--- config.mk ---
export PLATFORM = sky130hd
export DESIGN_NAME = eafp_ctrl
export DESIGN_NICKNAME = d
export VERILOG_FILES = /design/src/hw/rtl/eafp_pkg.sv /design/src/hw/rtl/eafp_ctrl.sv
export SDC_FILE = /design/constraint.sdc
export NUM_CORES = 1
export LEC_CHECK = 0
export BUFFER_PORTS_ARGS = -buffer_cell sky130_fd_sc_hd__buf_2
export CAP_MARGIN = 20
export CORE_AREA = 2 2 39 41
export CTS_CLUSTER_SIZE = 30
export DETAILED_ROUTE_END_ITERATION = 7
export DIE_AREA = 0 0 41 43
export GPL_TIMING_DRIVEN = 0
export PLACE_DENSITY = 0.55
export SLEW_MARGIN = 20
export SYNTH_ARGS = -nofsm -noshare
export SYNTH_HDL_FRONTEND = slang
export SYNTH_SLANG_ARGS = --single-unit
export TNS_END_PERCENT = 1
--- constraint.sdc ---
create_clock -name clk -period 2.5 [get_ports clk]
set_input_delay 0.375 -clock clk [delete_from_list [all_inputs] [get_ports clk]]
set_output_delay 0.375 -clock clk [all_outputs]
set_load 0.02 [all_outputs]
--- src/hw/rtl/eafp_pkg.sv ---
// Shared types and constants for the extent allocator.
package eafp_pkg;
	localparam int MaxExtents = 16;
	localparam int AddrWidth = 16;
	localparam int IdxWidth = $clog2(MaxExtents);
	localparam int CntWidth = $clog2(MaxExtents + 1);

	localparam logic [1:0] PolFirst = 2'd0;
	localparam logic [1:0] PolNext = 2'd1;
	localparam logic [1:0] PolBest = 2'd2;
	localparam logic [1:0] PolWorst = 2'd3;

	localparam logic KindAlloc = 1'b0;
	localparam logic KindFree = 1'b1;

	localparam logic [1:0] StatOk = 2'd0;
	localparam logic [1:0] StatNoFit = 2'd1;
	localparam logic [1:0] StatFull = 2'd2;

	// Commands from the controller to the datapath.
	typedef struct packed {
		logic load_req;   // capture the request
		logic scan_clr;   // reset the scan index and pick
		logic scan_step;  // examine one table entry
		logic alloc_upd;  // allocate update; the datapath does not read it
		logic free_upd;   // apply the allocate or free decision
		logic shift_step; // move one entry during insert or remove
		logic init;       // reinitialize the table
	} eafp_cmd_t;

	// Status from the datapath to the controller.
	typedef struct packed {
		logic scan_done;
		logic shift_done;
		logic need_shift;
	} eafp_sts_t;
endpackage

--- src/hw/rtl/eafp_ctrl.sv ---
// Controller state machine that sequences scans and shifts.
module eafp_ctrl import eafp_pkg::*; (
	input  logic       clk,
	input  logic       arst_n,
	input  logic       req_fire,
	input  logic       rsp_busy,
	input  logic       cfg_we,
	input  eafp_sts_t  sts,
	output eafp_cmd_t  cmd,
	output logic       req_ready,
	output logic       rsp_load
);
	localparam logic [2:0] StIdle = 3'd0;
	localparam logic [2:0] StScan = 3'd1;
	localparam logic [2:0] StUpd = 3'd2;
	localparam logic [2:0] StShift = 3'd3;
	localparam logic [2:0] StDone = 3'd4;

	logic [2:0] state_q, state_d;

	always_ff @(posedge clk or negedge arst_n) begin
		if (!arst_n) state_q <= StIdle;
		else state_q <= state_d;
	end

	always_comb begin
		state_d = state_q;
		cmd = '0;
		rsp_load = 1'b0;
		req_ready = 1'b0;
		case (state_q)
			StIdle: begin
				req_ready = !rsp_busy && !cfg_we;
				cmd.init = cfg_we;
				if (req_fire) begin
					cmd.load_req = 1'b1;
					cmd.scan_clr = 1'b1;
					state_d = StScan;
				end
			end
			StScan: begin
				cmd.scan_step = 1'b1;
				if (sts.scan_done) state_d = StUpd;
			end
			StUpd: begin
				cmd.alloc_upd = 1'b1;
				cmd.free_upd = 1'b1;
				state_d = StShift;
			end
			StShift: begin
				// The shift decision is registered by the update cycle, so it is read here.
				cmd.shift_step = sts.need_shift;
				if (!sts.need_shift || sts.shift_done) state_d = StDone;
			end
			StDone: begin
				rsp_load = 1'b1;
				state_d = StIdle;
			end
			default: state_d = StIdle;
		endcase
	end
endmodule

After elaboration in Yosys (flattened, before gate mapping). Index checks and enable logic that the tools add are counted.

Bits in registers: 3. Input port bits: 8. Logic and storage cells: 27.

Eq/ne operators: 7. Mux-type cells: 12. Reductions and logical operators: 7.

Operators with widths (count): $pmux W3 S4 (1); $mux W3 (3); $eq A3 B2 Y1 const B (2); $mux W2 (3); $ne A2 B2 Y1 const B (3); $mux W1 (5); $eq A3 B1 Y1 const B (1); $eq A3 B3 Y1 const B (1); $logic_not A1 Y1 (3); $logic_not A3 Y1 (1); $reduce_and A3 Y1 (1); $logic_and A1 B1 Y1 (1); $logic_or A1 B1 Y1 (1).

Logic depth before layout (Yosys ltp). Gate-level depths: netlist of run 1.

Word-level depth: 4. Gate-level depth with buffers: 4. Mapped depth without buffers: 3.

Worst setup path after synthesis of run 1. No wires, ideal clock.

Path kind: flip-flop to output port. Start: reg state_q[0]. End: out cmd[3] (netlist bit). Arrival time: 1328 ps. Path slack: 797 ps. Cell stages (with the launch flop): 4. Path buffers: 2. Cells stage by stage: dfrtp_1 > buf_6 > nor3b_1 > buf_4.

RTL lines: start: declaration (line eafp_ctrl.sv:19) `logic [2:0] state_q, state_d;`; start signal: assignment (line eafp_ctrl.sv:22) `if (!arst_n) state_q <= StIdle;`; start signal: assignment (line eafp_ctrl.sv:23) `else state_q <= state_d;`; end: declaration (line eafp_ctrl.sv:9) `output eafp_cmd_t cmd,`.

==> impl_metrics.env, run 1 <==
export IMPL_grt_pass1_vias=221
export IMPL_clkLatencyLatePin_ps=230
export IMPL_wl_um=579
export IMPL_grt_max_degree=11
export IMPL_final_nets=55
export IMPL_hold_path_class="in2reg"
export IMPL_synth_cell_types=17
export IMPL_p_int_w=0.000272
export IMPL_critPathArrivalTime_ps=1350
export IMPL_ys_ff_latch=3
export IMPL_met2_usage_pct=9.06
export IMPL_grt_use_met1_pct=8.77
export IMPL_grt_ovfl_total=0
export IMPL_post_cts_setup_buffer_count=0
export IMPL_synth_area_top_cells="dfrtp_1 (28%), nor3b_2 (9.4%), buf_6 (8.5%)"
export IMPL_drive_above_1_share_pct=67.4
export IMPL_syn_nets=33
export IMPL_critical_path_class="reg2out"
export IMPL_io_pins=17
export IMPL_first_iter_violations=3
export IMPL_cts_tree="done"
export IMPL_most_common_layout_cells="buf_2 (16), clkbuf_4 (3), dfrtp_1 (3)"
export IMPL_core_area_mm2=0.00138
export IMPL_hpwl_um=423
export IMPL_tns_ps=0
export IMPL_drv_cap=0
export IMPL_diodes=0
export IMPL_pwr_share_comb_pct=63.8
export IMPL_io_buffers=16
export IMPL_rsz0062_at_grt="false"
export IMPL_cp_end_kind="primary output"
export IMPL_relSlewSlack_pct=80.2
export IMPL_p_per_area_mw_per_mm2=1200
export IMPL_drc_errors=0
export IMPL_worst_path_max_delay_cell="dfrtp_1"
export IMPL_use_met3_pct=3.14
export IMPL_synth_top_family_by_area="simple AND/OR/NAND/NOR gates"
export IMPL_synth_warnings=0
export IMPL_tightest_slew_ps=297
export IMPL_die_h_um=43
export IMPL_yosys_area_share_adder_pct=0
export IMPL_post_route_period_util_pct=69.2
export IMPL_clk_path_buf_depth=2
export IMPL_setup_viol=0
export IMPL_yosysSeqAreaShare_pct=28.2
export IMPL_crit_fanout=8
export IMPL_postSynthAreaPerCell_um2=10.7
export IMPL_dieWidth_um=41
export IMPL_required_ps=2120
export IMPL_skew_ps=1.83
export IMPL_cts_max_level=1
export IMPL_syn_area_um2=267
export IMPL_start_util_pct=19.3
export IMPL_cts_sinks=3
export IMPL_dieArea_mm2=0.00176
export IMPL_post_place_ws_ps=1010
export IMPL_synth_xor_area_share_pct=0
export IMPL_track_usage_pct=7.75
export IMPL_vias=255
export IMPL_synth_top_area_share_pct=28.2
export IMPL_top_regs="state_q x3"
export IMPL_synth_compound_area_share_pct=7.04
export IMPL_clk_pin_slew_ps=40
export IMPL_grt_busiest_layer="met4"
export IMPL_avgViaCountPerCell=4.11
export IMPL_largest_reg_flops=3
export IMPL_synthToLayoutAreaGrowth_pct=51.2
export IMPL_maxSlewViolCount=0
export IMPL_multi_input_area_um2=150
export IMPL_peakVddDrop_mv=0.303
export IMPL_ant_nets=0
export IMPL_p_leak_nw=0.214
export IMPL_synthMuxAreaShare_pct=0
export IMPL_clockPowerShare_pct=17.9
export IMPL_cts_made_buffers=3
export IMPL_synth_simple_gate_area_share_pct=49.3
export IMPL_wl_per_cell_um=9.34
export IMPL_hold_viol=0
export IMPL_setup_slack_ps=771
export IMPL_status="finished clean"
export IMPL_final_common_cell="buf_2"
export IMPL_p_switching_w=0.000212
export IMPL_clock_fmax_ghz=0.578
export IMPL_power_switching_share_pct=43.7
export IMPL_top_register="state_q"
export IMPL_finalCriticalPeriod_ps=1730
export IMPL_synth_top_cell_by_area="dfrtp_1"
export IMPL_grt_antenna_before_repair=0
export IMPL_max_stage_delay_ps=470
export IMPL_cp_cell_sequence="nor3_2 -> and2_1 -> buf_4 -> buf_2"
export IMPL_fillerInstances=147
export IMPL_cp_start_kind="register"
export IMPL_netlist_instances=25
export IMPL_grt_pass1_wl_um=828
export IMPL_place_gp_congestion=0.738
export IMPL_rows=14
export IMPL_cts_root_buf="clkbuf_4"
export IMPL_first_pass_iters=2
export IMPL_seq_power_share_pct=18.3
export IMPL_regArea_um2=75.1
==> worst max-delay path: cells and delay by family, from the launching register on <==
kind | cells | cell delay (ps)
and+or+nand+nor | 2 | 410
DFF | 1 | 470
buffers and inverters | 2 | 240
==> per-stage QoR <==
step / power (W) / instance area (µm²) / hold slack (ps) / cells / utilization (%)
6_report: 0.000484 / 403 / 406 / 62 / 29.1
4_1_cts: 0.000492 / 403 / 404 / 62 / 29.1
5_1_grt: 0.000524 / 403 / 433 / 62 / 29.1
3_3_place_gp: 0.000396 / 367 / 174 / 57 / 26.5
2_1_floorplan: 0.000328 / 267 / 79.4 / 25 / -
3_5_place_dp: 0.000398 / 367 / 174 / 57 / 26.5
==> path summary, 6_finish.rpt <==
path	endpoint	start	cells past startpoint	slack, ps
worst max-delay path	cmd[6]	state_q[2]$_DFFE_PN0P_	4	770
worst min register to register	state_q[1]$_DFFE_PN0P_	state_q[2]$_DFFE_PN0P_	1	620
max in group asynchronous	state_q[0]$_DFFE_PN0P_	arst_n	2	1930
worst max register to register	state_q[0]$_DFFE_PN0P_	state_q[0]$_DFFE_PN0P_	3	1580
min in group asynchronous	state_q[1]$_DFFE_PN0P_	arst_n	2	460
worst min-delay path	state_q[0]$_DFFE_PN0P_	req_fire	3	410
==> logic make-up (layout without fill, tap and decap cells) <==
group / count (synthesis) / after routing
buffers and inverters: 5 / 26
and+or+nand+nor: 14 / 14
DFF: 3 / 3
AOI/OAI and AO/OA: 3 / 3
==> per-layer routing <==
metal | up-vias | wire [µm]
li1 | 127 | -
met1 | 115 | 237
met2 | 11 | 289
met3 | 2 | 37
met4 | 0 | 13
met5 | - | 0
==> power groups by stage <==
stage | Clock [W] | Combinational, W | Sequential [W]
3_5_place_dp | 0 | 0.000310 | 0.0000889
2_1_floorplan | 0 | 0.000242 | 0.0000853
3_3_place_gp | 0 | 0.000307 | 0.0000889
6_report | 0.0000866 | 0.000308 | 0.0000886
5_1_grt | 0.0000991 | 0.000333 | 0.0000921
4_1_cts | 0.0000907 | 0.000312 | 0.0000886
==> final cells by class <==
class	count	share of cell area [%]
Clock buffer	4	6.52
Buffer	4	9.32
Inverter	1	0.932
Tap cell	16	4.97
Timing Repair Buffer	17	22.4
Multi-Input combinational cell	17	37.3
Sequential cell	3	18.6
==> what timing repair did <==
item,in CTS,in global routing
hold buffers,1,0
endpoints found under the setup margin,0,0
hold endpoints to repair,3,0
gates resized for setup,0,0
==> Yosys cell counts (all sizes together) <==
cell,instances
and2b,1
nor4b,1
nor3,4
o21ai,2
nand2,1
nor3b,3
dfrtp,3
nand3b,1
a21oi,1
and2,2
inv,1
buf,4
and4b,1
Power figures use the tool's default switching activity.
==> run 2, diff against run 1 <==
Clock period 2.5 ns to 1.65 ns, I/O delays scaled along.
==> run 2 against run 1 <==
Compared with the run above:
- non-clock buffer count increased by 2
- global-route usage unchanged
- register-to-register slack got worse by 880 ps
- critical endpoint unchanged
==> impl_metrics.env, run 2 (synthesis gave the netlist of run 1 again) <==
export IMPL_clkLatencyLatePin_ps=240
export IMPL_hold_viol=0
export IMPL_hpwl_um=423
export IMPL_p_per_area_mw_per_mm2=1840
export IMPL_hold_worst_slack_ps=274
export IMPL_start_util_pct=19.3
export IMPL_relSlewSlack_pct=83.6
export IMPL_grt_use_met1_pct=8.77
export IMPL_cts_root_buf="clkbuf_4"
export IMPL_track_usage_pct=7.75
export IMPL_required_ps=1400
export IMPL_grt_pass1_wl_um=828
export IMPL_final_nets=57
export IMPL_die_h_um=43
export IMPL_cts_tree="done"
export IMPL_largest_reg_flops=3
export IMPL_hold_path_class="in2reg"
export IMPL_tns_ps=0
export IMPL_dieArea_mm2=0.00176
export IMPL_wl_um=609
export IMPL_critical_path_class="reg2out"
export IMPL_peakVddDrop_mv=0.526
export IMPL_wl_per_cell_um=9.52
export IMPL_vias=270
export IMPL_core_area_mm2=0.00138
export IMPL_crit_fanout=8
export IMPL_clock_fmax_ghz=0.643
export IMPL_finalNonFillerCells=64
export IMPL_diodes=0
export IMPL_cts_made_buffers=3
export IMPL_critPathArrivalTime_ps=1310
export IMPL_ant_nets=0
export IMPL_grt_busiest_layer="met4"
export IMPL_cts_sinks=3
export IMPL_cp_start_kind="register"
export IMPL_top_register="state_q"
export IMPL_rsz0062_at_grt="false"
export IMPL_final_common_cell="buf_2"
export IMPL_grt_pass1_vias=221
export IMPL_drc_errors=0
export IMPL_setup_slack_ps=94.9
export IMPL_drive_above_1_share_pct=72.9
export IMPL_status="finished clean"
export IMPL_top_regs="state_q x3"
export IMPL_grt_ovfl_total=0
export IMPL_post_place_ws_ps=286
export IMPL_clk_pin_slew_ps=40
export IMPL_post_route_period_util_pct=94.2
export IMPL_setup_viol=0
export IMPL_drv_cap=0
export IMPL_rows=14
export IMPL_grt_antenna_before_repair=0
export IMPL_rrSetupSlack_ps=700
export IMPL_place_gp_congestion=0.738
export IMPL_p_total_w=0.000788
export IMPL_cp_end_kind="primary output"
export IMPL_grt_max_degree=11
export IMPL_first_iter_violations=2
export IMPL_skew_ps=1.98
export IMPL_maxSlewViolCount=0
export IMPL_io_pins=17
export IMPL_clk_path_buf_depth=2
export IMPL_p_leak_nw=0.225
export IMPL_met2_usage_pct=9.06
export IMPL_synthToLayoutAreaGrowth_pct=60.6
export IMPL_io_buffers=16
export IMPL_tightest_slew_ps=245
export IMPL_first_pass_iters=3
export IMPL_finalCriticalPeriod_ps=1560
export IMPL_fillerInstances=147
export IMPL_cts_max_level=1
export IMPL_most_common_layout_cells="buf_2 (16), buf_4 (4), clkbuf_4 (3)"
export IMPL_dp_cells=57
export IMPL_dieWidth_um=41
export IMPL_avgViaCountPerCell=4.22
export IMPL_use_met3_pct=3.14
-- run 2: cell types whose count changed in the layout (fill, tap and decap cells not counted), sizes merged --
cell  previous run  this run
buf             20        22
-- run 2: stage by stage --
step / util (%) / instance area, µm²
2_1_floorplan: - / 267
3_3_place_gp: 26.5 / 367
3_5_place_dp: 26.5 / 367
4_1_cts: 29.1 / 403
5_1_grt: 30.9 / 428
6_report: 30.9 / 428
-- run 2: timing repair --
action / CTS / global route
hold buffers: 1 / 0
setup buffers: 0 / 2
endpoints found under the setup margin: 0 / 2
resized for setup: 0 / 3
endpoints found under the hold margin: 3 / 0
-- run 2: power by group --
group	internal, W	switching [W]	total (W)
Combinational	0.000247	0.000273	0.000521
Sequential	0.000107	0.0000242	0.000131
Clock	0.0000911	0.0000455	0.000137
Total	0.000445	0.000343	0.000788
-- run 2: final cells by class --
type | instances | area [µm²] | share of cell area, %
tap | 16 | 20.0 | 4.68
multi-input combinational | 17 | 159 | 37.1
clock buffer | 4 | 26.3 | 6.14
buffer | 4 | 37.5 | 8.77
timing repair buffer | 19 | 105 | 24.6
inverter | 1 | 3.75 | 0.877
sequential | 3 | 76.3 | 17.8
-- run 2: metal layers --
| layer | share of wire [%] | vias to the layer above |
|---|---|---|
| met5 | 0 | - |
| met4 | 5.3 | 0 |
| met3 | 7.4 | 5 |
| met2 | 48 | 14 |
| met1 | 39 | 121 |
| li1 | - | 130 |
-- run 2: final timing paths --
kind	end	cells after the start	from
max in group asynchronous	state_q[2]$_DFFE_PN0P_	2	arst_n
worst max register to register	state_q[2]$_DFFE_PN0P_	2	state_q[2]$_DFFE_PN0P_
min in group asynchronous	state_q[1]$_DFFE_PN0P_	2	arst_n
worst min-delay path	state_q[0]$_DFFE_PN0P_	3	req_fire
worst min register to register	state_q[1]$_DFFE_PN0P_	2	state_q[2]$_DFFE_PN0P_
worst max-delay path	cmd[6]	5	state_q[0]$_DFFE_PN0P_
-- run 2: critical path, stage by stage (launching register included) --
cell and delay [ps]:
dfrtp_1 360, buf_6 140, nor3_4 170, and2_4 160
buf_4 90, buf_2 140
